File: src/rtl/fvg_pkg.sv
// Package with the shared types, constants and divider step function of the FAT geometry block.
`timescale 1ns / 1ps

package fvg_pkg;

  localparam logic [15:0] BOOT_MAGIC       = 16'hAA55;
  localparam logic [31:0] FAT12_LIMIT      = 32'd4085;
  localparam logic [31:0] FAT16_LIMIT      = 32'd65525;
  localparam int          DIR_ENTRY_SHIFT  = 5;  // 32 bytes per directory entry
  localparam logic [40:0] FIRST_CLUSTER    = 41'd2;

  localparam int DIV_STAGES         = 8;
  localparam int DIV_BITS_PER_STAGE = 4;

  typedef enum logic [1:0] {
    ST_OK       = 2'd0,
    ST_BAD_SIG  = 2'd1,
    ST_ZERO_DIV = 2'd2
  } status_t;

  typedef enum logic [1:0] {
    KIND_FAT12 = 2'd0,
    KIND_FAT16 = 2'd1,
    KIND_FAT32 = 2'd2
  } kind_t;

  // Per-transaction data that travels alongside the dividers.
  typedef struct packed {
    status_t      status;
    logic [7:0]   spc;
    logic [31:0]  tot;
    logic [39:0]  fat_end;
    logic [27:0]  rclus;
    logic [21:0]  rds;
    logic [39:0]  fds;
    logic [40:0]  rprod;
  } side_t;

  typedef struct packed {
    logic [15:0] rem;
    logic [31:0] dq;
  } div_res_t;

  // Several restoring division steps. The dq word shifts dividend bits out at the top
  // and quotient bits in at the bottom.
  function automatic div_res_t div_step(logic [15:0] rem_in, logic [31:0] dq_in,
                                        logic [15:0] dvs);
    logic [16:0] t;
    logic [15:0] rem;
    logic [31:0] dq;
    div_res_t    res;
    rem = rem_in;
    dq  = dq_in;
    for (int i = 0; i < DIV_BITS_PER_STAGE; i++) begin
      t  = {rem, dq[31]};
      dq = {dq[30:0], 1'b0};
      if (t >= {1'b0, dvs}) begin
        t     = t - {1'b0, dvs};
        dq[0] = 1'b1;
      end
      rem = t[15:0];
    end
    res.rem = rem;
    res.dq  = dq;
    return res;
  endfunction

endpackage

File: src/rtl/fvg_div_pipe.sv
// Pipelined 32-bit by 16-bit unsigned divider with a sideband that travels with each transaction.
`timescale 1ns / 1ps

module fvg_div_pipe (
  input  logic               clk,
  input  logic               rst_n,
  input  logic               in_valid,
  output logic               in_ready,
  input  logic [31:0]        in_dividend,
  input  logic [15:0]        in_divisor,
  input  fvg_pkg::side_t     in_side,
  output logic               out_valid,
  input  logic               out_ready,
  output logic [31:0]        out_quotient,
  output fvg_pkg::side_t     out_side
);
  import fvg_pkg::*;

  logic [DIV_STAGES-1:0] valid_r;
  logic [15:0]           rem_r  [DIV_STAGES];
  logic [31:0]           dq_r   [DIV_STAGES];
  logic [15:0]           dvs_r  [DIV_STAGES];
  side_t                 side_r [DIV_STAGES];

  div_res_t              step     [DIV_STAGES];
  logic [15:0]           dvs_src  [DIV_STAGES];
  side_t                 side_src [DIV_STAGES];
  logic [DIV_STAGES-1:0] vsrc;
  logic [DIV_STAGES:0]   rdy;

  always_comb begin
    step[0]     = div_step(16'd0, in_dividend, in_divisor);
    dvs_src[0]  = in_divisor;
    side_src[0] = in_side;
    vsrc[0]     = in_valid;
    for (int k = 1; k < DIV_STAGES; k++) begin
      step[k]     = div_step(rem_r[k-1], dq_r[k-1], dvs_r[k-1]);
      dvs_src[k]  = dvs_r[k-1];
      side_src[k] = side_r[k-1];
      vsrc[k]     = valid_r[k-1];
    end
  end

  // A stage moves on when it is empty or the stage after it moves on.
  always_comb begin
    rdy[DIV_STAGES] = out_ready;
    for (int k = DIV_STAGES - 1; k >= 0; k--) begin
      rdy[k] = !valid_r[k] || rdy[k+1];
    end
  end

  always_ff @(posedge clk) begin
    if (!rst_n) begin
      valid_r <= '0;
    end else begin
      for (int k = 0; k < DIV_STAGES; k++) begin
        if (rdy[k]) begin
          valid_r[k] <= vsrc[k];
        end
      end
    end
  end

  always_ff @(posedge clk) begin
    for (int k = 0; k < DIV_STAGES; k++) begin
      if (rdy[k] && vsrc[k]) begin
        rem_r[k]  <= step[k].rem;
        dq_r[k]   <= step[k].dq;
        dvs_r[k]  <= dvs_src[k];
        side_r[k] <= side_src[k];
      end
    end
  end

  assign in_ready     = rdy[0];
  assign out_valid    = valid_r[DIV_STAGES-1];
  assign out_quotient = dq_r[DIV_STAGES-1];
  assign out_side     = side_r[DIV_STAGES-1];

endmodule

File: config.mk
export PLATFORM = sky130hd
export DESIGN_NAME = fvg_div_pipe
export DESIGN_NICKNAME = d
export VERILOG_FILES = /design/src/rtl/fvg_pkg.sv /design/src/rtl/fvg_div_pipe.sv
export SDC_FILE = /design/constraint.sdc
export NUM_CORES = 2
export LEC_CHECK = 0
export BUFFER_PORTS_ARGS = -buffer_cell sky130_fd_sc_hd__buf_2
export CORE_MARGIN = 8
export CORE_UTILIZATION = 30
export CTS_CLUSTER_DIAMETER = 200
export CTS_CLUSTER_SIZE = 16
export DETAILED_ROUTE_END_ITERATION = 8
export SLEW_MARGIN = 20
export SYNTH_ARGS = -nofsm -noshare
export SYNTH_HDL_FRONTEND = slang
export SYNTH_SLANG_ARGS = --single-unit
File: constraint.sdc
create_clock -name clk -period 61.1 [get_ports clk]
set_clock_uncertainty 0.15 [all_clocks]
set_input_delay 3.055 -clock clk [delete_from_list [all_inputs] [get_ports clk]]
set_output_delay 3.055 -clock clk [all_outputs]
set_load 0.02 [all_outputs]
==> tab_implementation.tex <==
\begin{tabular}{lr}
\hline
Metric & Value \\
\hline
\multicolumn{2}{l}{\textbf{Outcome}} \\
\quad Outcome & finished clean \\
\multicolumn{2}{l}{\textbf{Worst setup path}} \\
\quad Worst setup EP type & flop \\
\quad Maximum net fanout on the critical path & 24 \\
\quad Launch instance of the worst register-to-register path & dvs\_r[2][1]\$\_DFFE\_PP\_ \\
\quad Most common cell type on the critical path & a21oi\_1 \\
\quad Worst r2r dst & rem\_r[3][1]\$\_DFFE\_PP\_ \\
\quad CP max stage cell & o21ai\_1 \\
\quad Critical path's largest stage delay & 850 ps \\
\quad Worst R2R Path Depth & 44 \\
\quad Startpoint type of the worst setup path & flop \\
\quad Required time of the critical path & 61480 ps \\
\quad Register-to-register setup slack & between 40000 and 50000 ps \\
\quad Type of the setup path with the least slack & flop to flop \\
\quad Worst path arrival time & $\sim$14000 ps \\
\multicolumn{2}{l}{\textbf{Die}} \\
\quad Core Area & around 320000 um2 \\
\quad Horizontal extent of the die & about 580 um \\
\quad Initial Util & 0.3010 \\
\quad Ports placed on the boundary & between 500 and 600 \\
\quad Total Die Area & 336900 um2 \\
\quad Placement row count & between 200 and 250 \\
\quad Height of the chip & $\sim$580 um \\
\multicolumn{2}{l}{\textbf{Logic synthesis}} \\
\quad YS warnings & 0 \\
\quad Net count of the mapped netlist & $\sim$7.1k \\
\quad Count of different cell masters after synthesis & between 90 and 100 \\
\quad Post-synthesis async set-or-reset flop share & 0 \\
\quad Mean post-synth cell area & approximately 15 um2 \\
\quad Mapped cell area & 95570 um2 \\
\quad Cells after synthesis & 6323 \\
\quad Ys flop type & edfxtp\_1 \\
\quad Post-synth EDFFs & between 2k and 2.5k \\
\quad Share of the yosys chip area belonging to registers & 0.6879 \\
\quad Register bit total from synthesis & about 2.2k \\
\multicolumn{2}{l}{\textbf{Timing}} \\
\quad Unrepaired setup endpoints after global routing & no \\
\quad Worst-margin pin slew & 1197 ps \\
\quad Minimum clock period after layout & 13850 ps \\
\quad F\_max & approximately 72 MHz \\
\quad Hold violation count in the final report & 0 \\
\quad Final number of setup-violating endpoints & 0 \\
\quad Share of the clock period used by the worst path after layout & 0.2267 \\
\quad Max-slew violation count & 0 \\
\quad Accumulated negative setup slack & 0 ps \\
\quad Max-slew headroom at the worst pin & 0.2020 \\
\multicolumn{2}{l}{\textbf{GRT}} \\
\quad Antenna violations before repair & roughly 70 \\
\quad Overall fraction of global-route tracks in use & 0.1282 \\
\quad Pin count of the biggest net entering global routing & 125 \\
\quad Via count of the first global-routing pass & between 50k and 60k \\
\quad Congestion Overflow GR & 0 \\
\quad Wire length of the first global-routing pass & roughly 330 mm \\
\multicolumn{2}{l}{\textbf{Place}} \\
\quad \# port buffers & 511 \\
\quad Estimated wirelength of the detail-placed design & about 160 mm \\
\quad Placer's final routability congestion estimate & $\sim$0.83 \\
\multicolumn{2}{l}{\textbf{Routing}} \\
\quad Number of vias in the routed layout & a little over 50k \\
\quad ANT nets after route & 0 \\
\quad Starting DRC count in detailed routing & between 3k and 4k \\
\quad DRC errors left & 0 \\
\quad Pre-antenna DRT Iters & 5 \\
\quad Total wirelength of the detailed-routed design & about 230 mm \\
\quad Via count normalized by instance count & 4.710 \\
\quad Per-cell routed wire length & 20.78 um \\
\multicolumn{2}{l}{\textbf{Hold path}} \\
\quad Hold-critical path depth & 0 \\
\quad Hold Path Sink & side\_r[1][118]\$\_DFFE\_PP\_ \\
\quad Hold Path Class & flop to flop \\
\quad Hold path startpoint & side\_r[0][757]\$\_DFFE\_PP\_ \\
\multicolumn{2}{l}{\textbf{Clock tree}} \\
\quad Clock transition at the registers of the reported paths & $\sim$90 ps \\
\quad Longest Clk Path Bufs & 4 \\
\quad Number of setup buffers added after CTS & 0 \\
\quad Sink Count & between 2k and 2.5k \\
\quad CTS tree & yes \\
\quad Skew-Pair Late Insertion Delay & 860 ps \\
\quad Num CTS Buffers & 159 \\
\quad Number of levels the H-tree was split into & 4 \\
\quad Number of buffers inserted for hold repair after clock tree synthesis & 0 \\
\quad Clock Root Buffer & clkbuf\_16 \\
\quad Count of instances resized after the clock tree is built & 0 \\
\multicolumn{2}{l}{\textbf{Cells and area}} \\
\quad Nets@finish & about 7.5k \\
\quad P\&R area growth vs syn & 10.99\% \\
\quad Layout cells sized above 1 & 0.1501 \\
\multicolumn{2}{l}{\textbf{Flow run}} \\
\quad \# Max-Cap Violations & 0 \\
\hline
\end{tabular}
-- kinds of logic (layout without fill, tap and decap cells) --
kind of cell,count (synthesis),after routing,share of synthesized area
simple gates,1069,1069,0.05510
flops,2192,2192,0.6879
other cells,0,3,0
xor+xnor,360,360,0.03299
fa+ha+maj,528,528,0.07148
compound gates,1271,1271,0.08659
buf+inv,638,1078,0.03503
mux,265,265,0.03088
-- worst max-delay path: cells and delay by family (launching register included) --
| family | cells | cell delay (ps) |
|---|---|---|
| multiplexers | 1 | 410 |
| AND/OR/NAND/NOR | 10 | 1840 |
| AO/OA/AOI/OAI | 23 | 7550 |
| buffers and inverters | 6 | 1830 |
| flip-flops | 1 | 510 |
| adder cells (fa/ha/maj) | 4 | 1240 |
-- worst max path at each step --
stage | startpoint | to | slack (ps) | cells past startpoint
4_1_cts | dvs_r[2][1]$_DFFE_PP_ | rem_r[3][1]$_DFFE_PP_ | 47270 | 44
6_report | dvs_r[2][1]$_DFFE_PP_ | rem_r[3][1]$_DFFE_PP_ | 47250 | 44
2_1_floorplan | out_ready | dq_r[0][100]$_DFFE_PP_ | 36070 | 5
3_5_place_dp | in_divisor[9] | rem_r[0][6]$_DFFE_PP_ | 46530 | 41
3_3_place_gp | in_divisor[9] | rem_r[0][9]$_DFFE_PP_ | 46370 | 40
5_1_grt | dvs_r[2][1]$_DFFE_PP_ | rem_r[3][1]$_DFFE_PP_ | 46160 | 44
-- flip-flops by register name, summed over array words and instances (netlist names) --
name	count
valid_r	8
dq_r	256
side_r	1704
rem_r	112
dvs_r	112
-- placed cells by master, fill, tap and decap left out, types with 22 or more instances in the layout --
cell          n
buf_2       511
a21o_1      156
a211oi_1     39
xnor2_1     241
edfxtp_1   2184
nor2_1      267
o31a_1       24
o31ai_1      26
and2_1       22
fa_1         30
nand3_1      74
nand4_1      73
and3_1       29
mux2i_1      50
ha_1        498
mux2_2      197
a31oi_1      30
or3_1        27
xor2_1      119
nor2b_1      84
o211ai_1     25
nand2b_1     56
o21a_1       83
o21bai_1     48
nor3_1       78
nand2_1     272
inv_1       322
buf_4        48
o21ai_0     271
a21oi_1     354
clkbuf_16   163
-- Yosys cell counts (23+ instances only) --
cell type / n / area [um2]
ha_1: 498 / 6231
and3_1: 29 / 181.4
a31oi_1: 32 / 200.2
nand4_1: 73 / 456.7
a211oi_1: 40 / 300.3
a21o_1: 156 / 1171
edfxtp_1: 2184 / 65580
and2_1: 23 / 143.9
fa_1: 30 / 600.6
nand2b_1: 56 / 350.3
inv_1: 322 / 1209
nor2b_1: 88 / 550.5
o211ai_1: 25 / 187.7
mux2_2: 197 / 2218
o21bai_1: 48 / 360.4
mux2i_1: 50 / 500.5
o31ai_1: 26 / 195.2
or3_1: 27 / 168.9
o31a_1: 24 / 210.2
o21a_1: 83 / 623.1
nor2_1: 267 / 1002
clkbuf_1: 43 / 161.4
o21ai_0: 271 / 1356
xor2_1: 119 / 1042
nor3_1: 79 / 395.4
a21oi_1: 354 / 1772
buf_4: 245 / 1839
nand3_1: 74 / 370.4
nand2_1: 272 / 1021
xnor2_1: 241 / 2111
-- metrics by stage --
step	setup WS [ps]	instances	hold slack, ps	cell area (um2)	util
after floorplan	36070	6323	250.3	95570	-
after global placement	46370	10760	250.1	101800	0.3206
after detailed placement	46530	10760	254.5	101800	0.3206
after CTS	47270	10940	228.0	106000	0.3340
after global routing	46160	10950	245.2	106100	0.3340
final	47250	10950	235.9	106100	0.3341
-- area by class of cell --
class	count	area, um2
Antenna cell	3	7.507
Inverter	332	1246
Sequential cell	2192	65740
Clock inverter	7	112.6
Clock buffer	173	4116
Timing Repair Buffer	566	3032
Tap cell	4180	5230
Fill cell	30460	211500
Multi-Input combinational cell	3493	26590
-- layer usage --
layer / GRT usage / share of wire / vias up
met1: 0.1602 / 0.43 / 25450
met2: 0.2345 / 0.51 / 1140
met3: 0.01592 / 0.035 / 392
met5: 0 / 0.00011 / -
li1: - / - / 24570
met4: 0.03157 / 0.027 / 4
Power is left out: the tool's default activity adds up to more than one toggle a clock period on the data nets, which glitch-free logic cannot reach.
